<file path="src/sv/rbs_pkg.sv">
// Package for the ray/box slab test: widths, item types and lane result type.
// Used by the interfaces and by every module of the block.
package rbs_pkg;

    localparam int COORD_WIDTH = 32;
    localparam int FRAC_BITS   = 16;
    localparam int NUM_AXES    = 3;
    localparam int NUM_LANES   = 2 * NUM_AXES;
    localparam int DIFF_WIDTH  = COORD_WIDTH + 1;
    localparam int NUM_WIDTH   = DIFF_WIDTH + FRAC_BITS;
    localparam int QUO_WIDTH   = COORD_WIDTH - 1;
    // Input register, saturation stage, quotient stages, two merge stages.
    localparam int PIPE_DEPTH  = COORD_WIDTH + 3;

    localparam logic [COORD_WIDTH-1:0] T_MAX = {1'b0, {(COORD_WIDTH-1){1'b1}}};

    typedef logic signed [COORD_WIDTH-1:0] coord_t;

    typedef struct packed {
        coord_t origin_x;
        coord_t origin_y;
        coord_t origin_z;
        coord_t dir_x;
        coord_t dir_y;
        coord_t dir_z;
        coord_t box_min_x;
        coord_t box_min_y;
        coord_t box_min_z;
        coord_t box_max_x;
        coord_t box_max_y;
        coord_t box_max_z;
    } ray_item_t;

    typedef struct packed {
        logic hit;
    } hit_item_t;

    // Unsigned quotient of one lane with its saturation and sign marks.
    typedef struct packed {
        logic [QUO_WIDTH-1:0] quo;
        logic                 sat;
        logic                 neg;
    } lane_res_t;

endpackage

</file>
<file path="src/sv/rbs_div_lane.sv">
// Restoring divider lane: saturation stage, then one quotient bit per stage.
// Depends on rbs_pkg for widths and the lane result type.
module rbs_div_lane import rbs_pkg::*;
(
    input  logic                  clk,
    input  logic                  en,
    input  logic [DIFF_WIDTH-1:0] num_mag,
    input  logic [COORD_WIDTH-1:0] den_mag,
    input  logic                  neg,
    output lane_res_t             res
);

    logic [NUM_WIDTH-1:0]   rem_reg [1:COORD_WIDTH];
    logic [QUO_WIDTH-1:0]   quo_reg [1:COORD_WIDTH];
    logic [COORD_WIDTH-1:0] den_reg [1:COORD_WIDTH];
    logic                   sat_reg [1:COORD_WIDTH];
    logic                   neg_reg [1:COORD_WIDTH];

    for (genvar s = 0; s < COORD_WIDTH; s++)
    begin : g_stage
        localparam int J = COORD_WIDTH - 1 - s;
        logic trial;

        if (s == 0)
        begin : g_sat
            logic [NUM_WIDTH-1:0] rem_in;

            // Stage zero input: numerator scaled by the fraction bits.
            assign rem_in = {num_mag, {FRAC_BITS{1'b0}}};
            assign trial  = (rem_in >> J) >= NUM_WIDTH'(den_mag);

            // Top quotient bit set means the magnitude exceeds the limit.
            always_ff @(posedge clk)
            begin
                if (en)
                begin
                    rem_reg[s+1] <= rem_in;
                    quo_reg[s+1] <= '0;
                    den_reg[s+1] <= den_mag;
                    sat_reg[s+1] <= trial;
                    neg_reg[s+1] <= neg;
                end
            end
        end
        else
        begin : g_bit
            assign trial = (rem_reg[s] >> J) >= NUM_WIDTH'(den_reg[s]);

            // Restoring step for quotient bit J.
            always_ff @(posedge clk)
            begin
                if (en)
                begin
                    rem_reg[s+1] <= trial ? rem_reg[s] - (NUM_WIDTH'(den_reg[s]) << J)
                                          : rem_reg[s];
                    quo_reg[s+1] <= quo_reg[s] | (QUO_WIDTH'(trial) << J);
                    den_reg[s+1] <= den_reg[s];
                    sat_reg[s+1] <= sat_reg[s];
                    neg_reg[s+1] <= neg_reg[s];
                end
            end
        end
    end

    assign res.quo = quo_reg[COORD_WIDTH];
    assign res.sat = sat_reg[COORD_WIDTH];
    assign res.neg = neg_reg[COORD_WIDTH];

endmodule

</file>
<file path="config.mk">
export PLATFORM = sky130hd
export DESIGN_NAME = rbs_div_lane
export DESIGN_NICKNAME = d
export VERILOG_FILES = /design/src/sv/rbs_pkg.sv /design/src/sv/rbs_div_lane.sv
export SDC_FILE = /design/constraint.sdc
export NUM_CORES = 2
export LEC_CHECK = 0
export BUFFER_PORTS_ARGS = -buffer_cell sky130_fd_sc_hd__buf_2
export CAP_MARGIN = 20
export CORE_UTILIZATION = 27
export CTS_BUF_LIST = sky130_fd_sc_hd__clkbuf_8
export DETAILED_ROUTE_END_ITERATION = 7
export PLACE_DENSITY_LB_ADDON = 0.05
export SYNTH_ARGS = -nofsm -noshare
export SYNTH_HDL_FRONTEND = slang
export SYNTH_SLANG_ARGS = --single-unit
</file>
<file path="constraint.sdc">
create_clock -name clk -period 4.8 [get_ports clk]
set_input_delay 0.24 -clock clk [delete_from_list [all_inputs] [get_ports clk]]
set_output_delay 0.24 -clock clk [all_outputs]
set_load 0.03 [all_outputs]
</file>
Word-level counts from Yosys, hierarchy flattened
Memories as Yosys holds them, arrays and structs flattened.
Cells that the tools add are included.
{"block": "op_classes", "n_addsub": 31, "mul": 0, "div": 0, "n_lt_le_gt_ge": 32, "n_eq_ne": 0, "shifts": 0, "mux": 33, "bitwise": 31, "reduce_logical": 0}
{"cell": "49-bit 2-to-1 mux", "count": 31}
{"cell": "49-bit subtractor", "count": 14}
{"cell": "49-bit by 32-bit greater-or-equal comparator with 1-bit output", "count": 1}
{"cell": "49-bit by 32-bit subtractor with 49-bit output", "count": 1}
{"cell": "49-bit by 33-bit subtractor with 49-bit output", "count": 1}
{"cell": "49-bit by 34-bit subtractor with 49-bit output", "count": 1}
{"cell": "49-bit by 35-bit subtractor with 49-bit output", "count": 1}
{"cell": "49-bit by 36-bit subtractor with 49-bit output", "count": 1}
{"cell": "49-bit by 37-bit subtractor with 49-bit output", "count": 1}
{"cell": "49-bit by 38-bit subtractor with 49-bit output", "count": 1}
{"cell": "49-bit by 39-bit subtractor with 49-bit output", "count": 1}
{"cell": "49-bit by 40-bit subtractor with 49-bit output", "count": 1}
{"cell": "49-bit by 41-bit subtractor with 49-bit output", "count": 1}
{"cell": "49-bit by 42-bit subtractor with 49-bit output", "count": 1}
{"cell": "49-bit by 43-bit subtractor with 49-bit output", "count": 1}
{"cell": "49-bit by 44-bit subtractor with 49-bit output", "count": 1}
{"cell": "49-bit by 45-bit subtractor with 49-bit output", "count": 1}
{"cell": "49-bit by 46-bit subtractor with 49-bit output", "count": 1}
{"cell": "49-bit by 47-bit subtractor with 49-bit output", "count": 1}
{"cell": "49-bit by 48-bit subtractor with 49-bit output", "count": 1}
{"cell": "48-bit by 32-bit greater-or-equal comparator with 1-bit output", "count": 1}
{"cell": "47-bit by 32-bit greater-or-equal comparator with 1-bit output", "count": 1}
{"cell": "46-bit by 32-bit greater-or-equal comparator with 1-bit output", "count": 1}
{"cell": "45-bit by 32-bit greater-or-equal comparator with 1-bit output", "count": 1}
{"cell": "59 further kinds", "count": 60}
{"block": "word_totals", "regBits": 0, "latch_bits": 0, "ramBits": 3648, "romBits": 0, "inputBits": 68, "out_inout_bits": 33, "word_cells": 132, "memories": 5}
{"name": "rem_reg", "words": 32, "width": 49, "rd": 31, "rd_ports_with_merged_regs": 0, "write_ports": 32, "line": "rbs_div_lane.sv:13", "text": "logic [NUM_WIDTH-1:0] rem_reg [1:COORD_WIDTH];"}
{"name": "den_reg", "words": 32, "width": 32, "rd": 31, "rd_ports_with_merged_regs": 0, "write_ports": 32, "line": "rbs_div_lane.sv:15", "text": "logic [COORD_WIDTH-1:0] den_reg [1:COORD_WIDTH];"}
{"name": "quo_reg", "words": 32, "width": 31, "rd": 32, "rd_ports_with_merged_regs": 0, "write_ports": 32, "line": "rbs_div_lane.sv:14", "text": "logic [QUO_WIDTH-1:0] quo_reg [1:COORD_WIDTH];"}
{"name": "neg_reg", "words": 32, "width": 1, "rd": 32, "rd_ports_with_merged_regs": 0, "write_ports": 32, "line": "rbs_div_lane.sv:17", "text": "logic neg_reg [1:COORD_WIDTH];"}
{"name": "sat_reg", "words": 32, "width": 1, "rd": 32, "rd_ports_with_merged_regs": 0, "write_ports": 32, "line": "rbs_div_lane.sv:16", "text": "logic sat_reg [1:COORD_WIDTH];"}

Logic depth before layout (Yosys ltp)
An unclocked memory read counts as a cell.
{"block": "logic_depth", "ltp_word": 3, "ltp_mapped": 17, "depth_no_buf": 15}

Worst setup path after synthesis
OpenSTA, ideal clock, no wires.
{"block": "synth_path", "path_kind": "register -> register", "startpoint": "register rem_reg[0][655] (netlist name)", "endpoint": "register rem_reg[0][705] (netlist name)", "setup_ps": 260, "t_arrival_ps": 3379, "required_ps": 4540, "slack_ps": 1161, "stages_incl_launch_ff": 16, "n_path_buf": 1, "period_less_slack_ps": 3639, "path_cell_list": "edfxtp_1 inv_1 ha_1 inv_1 fa_1 a21o_1 a21oi_1 o21bai_1 a2111oi_0 nor2_1 o21bai_1 a21oi_1 o21bai_1 a21oi_1 clkbuf_1 mux2_2"}

==> flow_summary.json <==
{
  "outcome": "completed",
  "synth_edf_count": 2695,
  "die_x_microns": 723,
  "power_switching_mw": 29.5,
  "worstPathCellList": "ha_1, nand4_1, nor4_2, nand4_1, nand4b_1, nand4b_1, nor3b_1, o211ai_1, nor4b_1, xor2_1",
  "clock_power_share_pct": 26.4,
  "reg2reg_depth": 10,
  "synth_compound_area_share_pct": 13.0,
  "slew_violations": 0,
  "async_flop_share_pct": 0,
  "crit_type": "flip-flop to flip-flop",
  "required_ps": 5720,
  "vias_per_cell": 4.67,
  "nets": 13600,
  "crit_family": "simple AND/OR/NAND/NOR gates",
  "initial_utilization_pct": 27.1,
  "postCtsSetupRepairBufs": 0,
  "ctsLongestPathBuffers": 4,
  "critPathMaxFanout": 9,
  "min_period_ps": 4480,
  "power.leakage_nw": 63.9,
  "finClkSkew_ps": 50.4,
  "p_per_area_nw_per_um2": 516,
  "cp.depth": 10,
  "num_io_pins": 101,
  "clk_latency_ps": 1180,
  "synth_top_family_by_area": "compound AO/OA/AOI/OAI gates",
  "finalHoldViolCount": 0,
  "synthFlopType": "edfxtp_1",
  "grt_max_degree": 159,
  "yosys.cell_types.count": 82,
  "synthSimpleGateAreaFrac_pct": 8.98,
  "grt_overflow": 0,
  "synth_nets": 12900,
  "dieHeight_microns": 723,
  "synth-xor-area-share_pct": 5.45,
  "mostFrequentLayoutCells": "edfxtp_1, inv_1, a21oi_1",
  "fin_setup_tns_ps": 0,
  "slowest_stage": "nor4_2",
  "fillCellCount": 52400,
  "max_stage_delay_ps": 750,
  "setup_viol": 0,
  "initialDrtViolationCount": 6143,
  "hold_class": "input port to flip-flop",
  "syn_avg_cell_area_sq_um": 11.8,
  "grt_pass1_vias": 93100,
  "grtUsageTotal_pct": 14.1,
  "cp-start-kind": "flip-flop",
  "ir_worst_vdd_mv": 0.248,
  "rsz0062_at_grt": "false",
  "maxSlewHeadroom_pct": 28.9,
  "first_pass_iters": 8,
  "ys_ff_latch": 2695,
  "final_common_cell": "edfxtp_1",
  "min_period_over_period_pct": 93.2,
  "synthMuxAreaShare_pct": 2.53,
  "critPathCapture": "rem_reg[0][1565]",
  "cp.arrival_ps": 5390,
  "p_int_mw": 53.9,
  "final_antenna_net_count": 0,
  "gp_congestion": 0.880,
  "drive_gt1_share_pct": 10.2,
  "portBuffers": 100,
  "cts_tree": "done",
  "tightest_slew_ps": 1070,
  "switching_share_pct": 35.4,
  "clkSinkCount": 2695,
  "vias": 92700,
  "grt_pass1_wl_microns": 574000,
  "cts.reportedPaths.clkPinSlew_ps": 60,
  "seqPwrFrac_pct": 40.7,
  "place_hpwl_microns": 281000,
  "r2r_end": "rem_reg[0][1565]",
  "wl_microns": 378000,
  "dieArea_sq_um": 523000,
  "core_sq_um": 517000,
  "drc_errors": 0,
  "path_buf_inv": 0,
  "reg2reg_slack_ps": 320,
  "synthCells": 11900,
  "synth_warnings": 0,
  "startpoint": "rem_reg[0][1497]",
  "p_comb_share_pct": 32.9,
  "htree_num_levels": 6,
  "max_freq_mhz": 223,
  "synthAdderAreaFrac_pct": 8.61,
  "syn2layout_area_growth_pct": 15.1,
  "netlist_area_sq_um": 140000,
  "r2r_start": "rem_reg[0][1497]",
  "cap_viol_max_count": 0,
  "cts_buffers": 542,
  "root_buffer": "clkbuf_8",
  "holdWs_ps": 290,
  "largest_reg_flops": 1143,
  "wl_per_cell_microns": 19.0,
  "antenna_found_initial": 10,
  "yosysSeqAreaShare_pct": 57.6,
  "end_kind": "flip-flop",
  "placementRows": 264
}
[layer usage]
layer / track usage, % / part of all wire, %
met1: 18.8 / 45
met2: 23.3 / 47
met3: 2.57 / 5.3
met4: 4.04 / 2.6
met5: 0 / 0.013
[per-stage QoR]
stage               cells  power, mW  setup slack (ps)  utilization, %  instance area, sq um
finish              19900       83.4               325            31.2                162000
detailed placement  18800       61.6               290            29.1                150000
CTS                 19900       84.8               292            31.2                162000
floorplan           11900       52.8              1160               -                140000
global route        19900       89.2              51.5            31.2                162000
global placement    18800       61.6               286            29.1                150000
[power groups by stage]
stage	Clock (mW)	Sequential [mW]	Combinational [mW]
finish	22.0	33.9	27.5
global placement	0	34.6	27.0
floorplan	0	32.9	19.9
global route	24.2	34.4	30.6
CTS	23.3	34.1	27.5
detailed placement	0	34.5	27.1
[worst reg2reg max path, stage by stage, from the launching register on]
cell and delay, ps:
edfxtp_1 420, ha_1 530, nand4_1 360, nor4_2 750, nand4_1 460, nand4b_1 280, nand4b_1 250, nor3b_1 380
o211ai_1 280, nor4b_1 400, xor2_1 120
[cell type report]
type	instances	area [sq um]	share of cell area [%]
timing repair buffer	392	3520	2.18
clock buffer	545	7500	4.64
sequential	2695	80900	50.1
inverter	1155	4340	2.68
tap	6916	8650	5.35
antenna	8	20.0	0.0124
multi-input combinational	7750	54300	33.6
clock inverter	400	2330	1.44
[cell families (layout without fill, tap and decap cells)]
logic type | Yosys count | after routing
buf+inv | 1416 | 2492
other cells | 0 | 8
flops | 2695 | 2695
mux | 317 | 317
xor+xnor | 873 | 873
fa+ha+maj | 948 | 948
simple gates | 2639 | 2639
compound gates | 2973 | 2973
[repair_timing]
action	4_1_cts	5_1_grt
hold endpoints to repair	1672	0
endpoints found under the setup margin	0	2
hold buffers	135	0
resized for setup	0	1
[synthesized netlist by cell type (67+ instances only)]
master / number / area share, %
a21o_1: 459 / 2.5
a21oi_1: 1084 / 3.9
a31oi_1: 80 / 0.36
and3_1: 67 / 0.30
clkbuf_1: 229 / 0.61
edfxtp_1: 2695 / 58
ha_1: 918 / 8.2
inv_1: 1153 / 3.1
mux2_2: 291 / 2.3
nand2_1: 710 / 1.9
nand2b_1: 131 / 0.58
nand3_1: 208 / 0.74
nand4_1: 144 / 0.64
nor2_1: 764 / 2.0
nor2b_1: 127 / 0.57
nor3_1: 155 / 0.55
nor4_1: 77 / 0.34
o21a_1: 120 / 0.64
o21ai_0: 672 / 2.4
o21bai_1: 89 / 0.48
xnor2_1: 541 / 3.4
xor2_1: 332 / 2.1
[worst min-delay path by stage]
stage | start | end | slack (ps) | depth (start not counted)
CTS | num_mag[14] | rem_reg[0][79] | 90 | 3
global placement | quo_reg[8][60] | quo_reg[9][29] | 400 | 0
finish | num_mag[14] | rem_reg[0][79] | 290 | 3
floorplan | den_mag[0] | den_reg[0][32] | 340 | 0
detailed placement | neg_reg[26] | neg_reg[27] | 400 | 0
global route | num_mag[11] | rem_reg[0][76] | 190 | 3
Note: power is estimated with default switching activity, not from simulation.
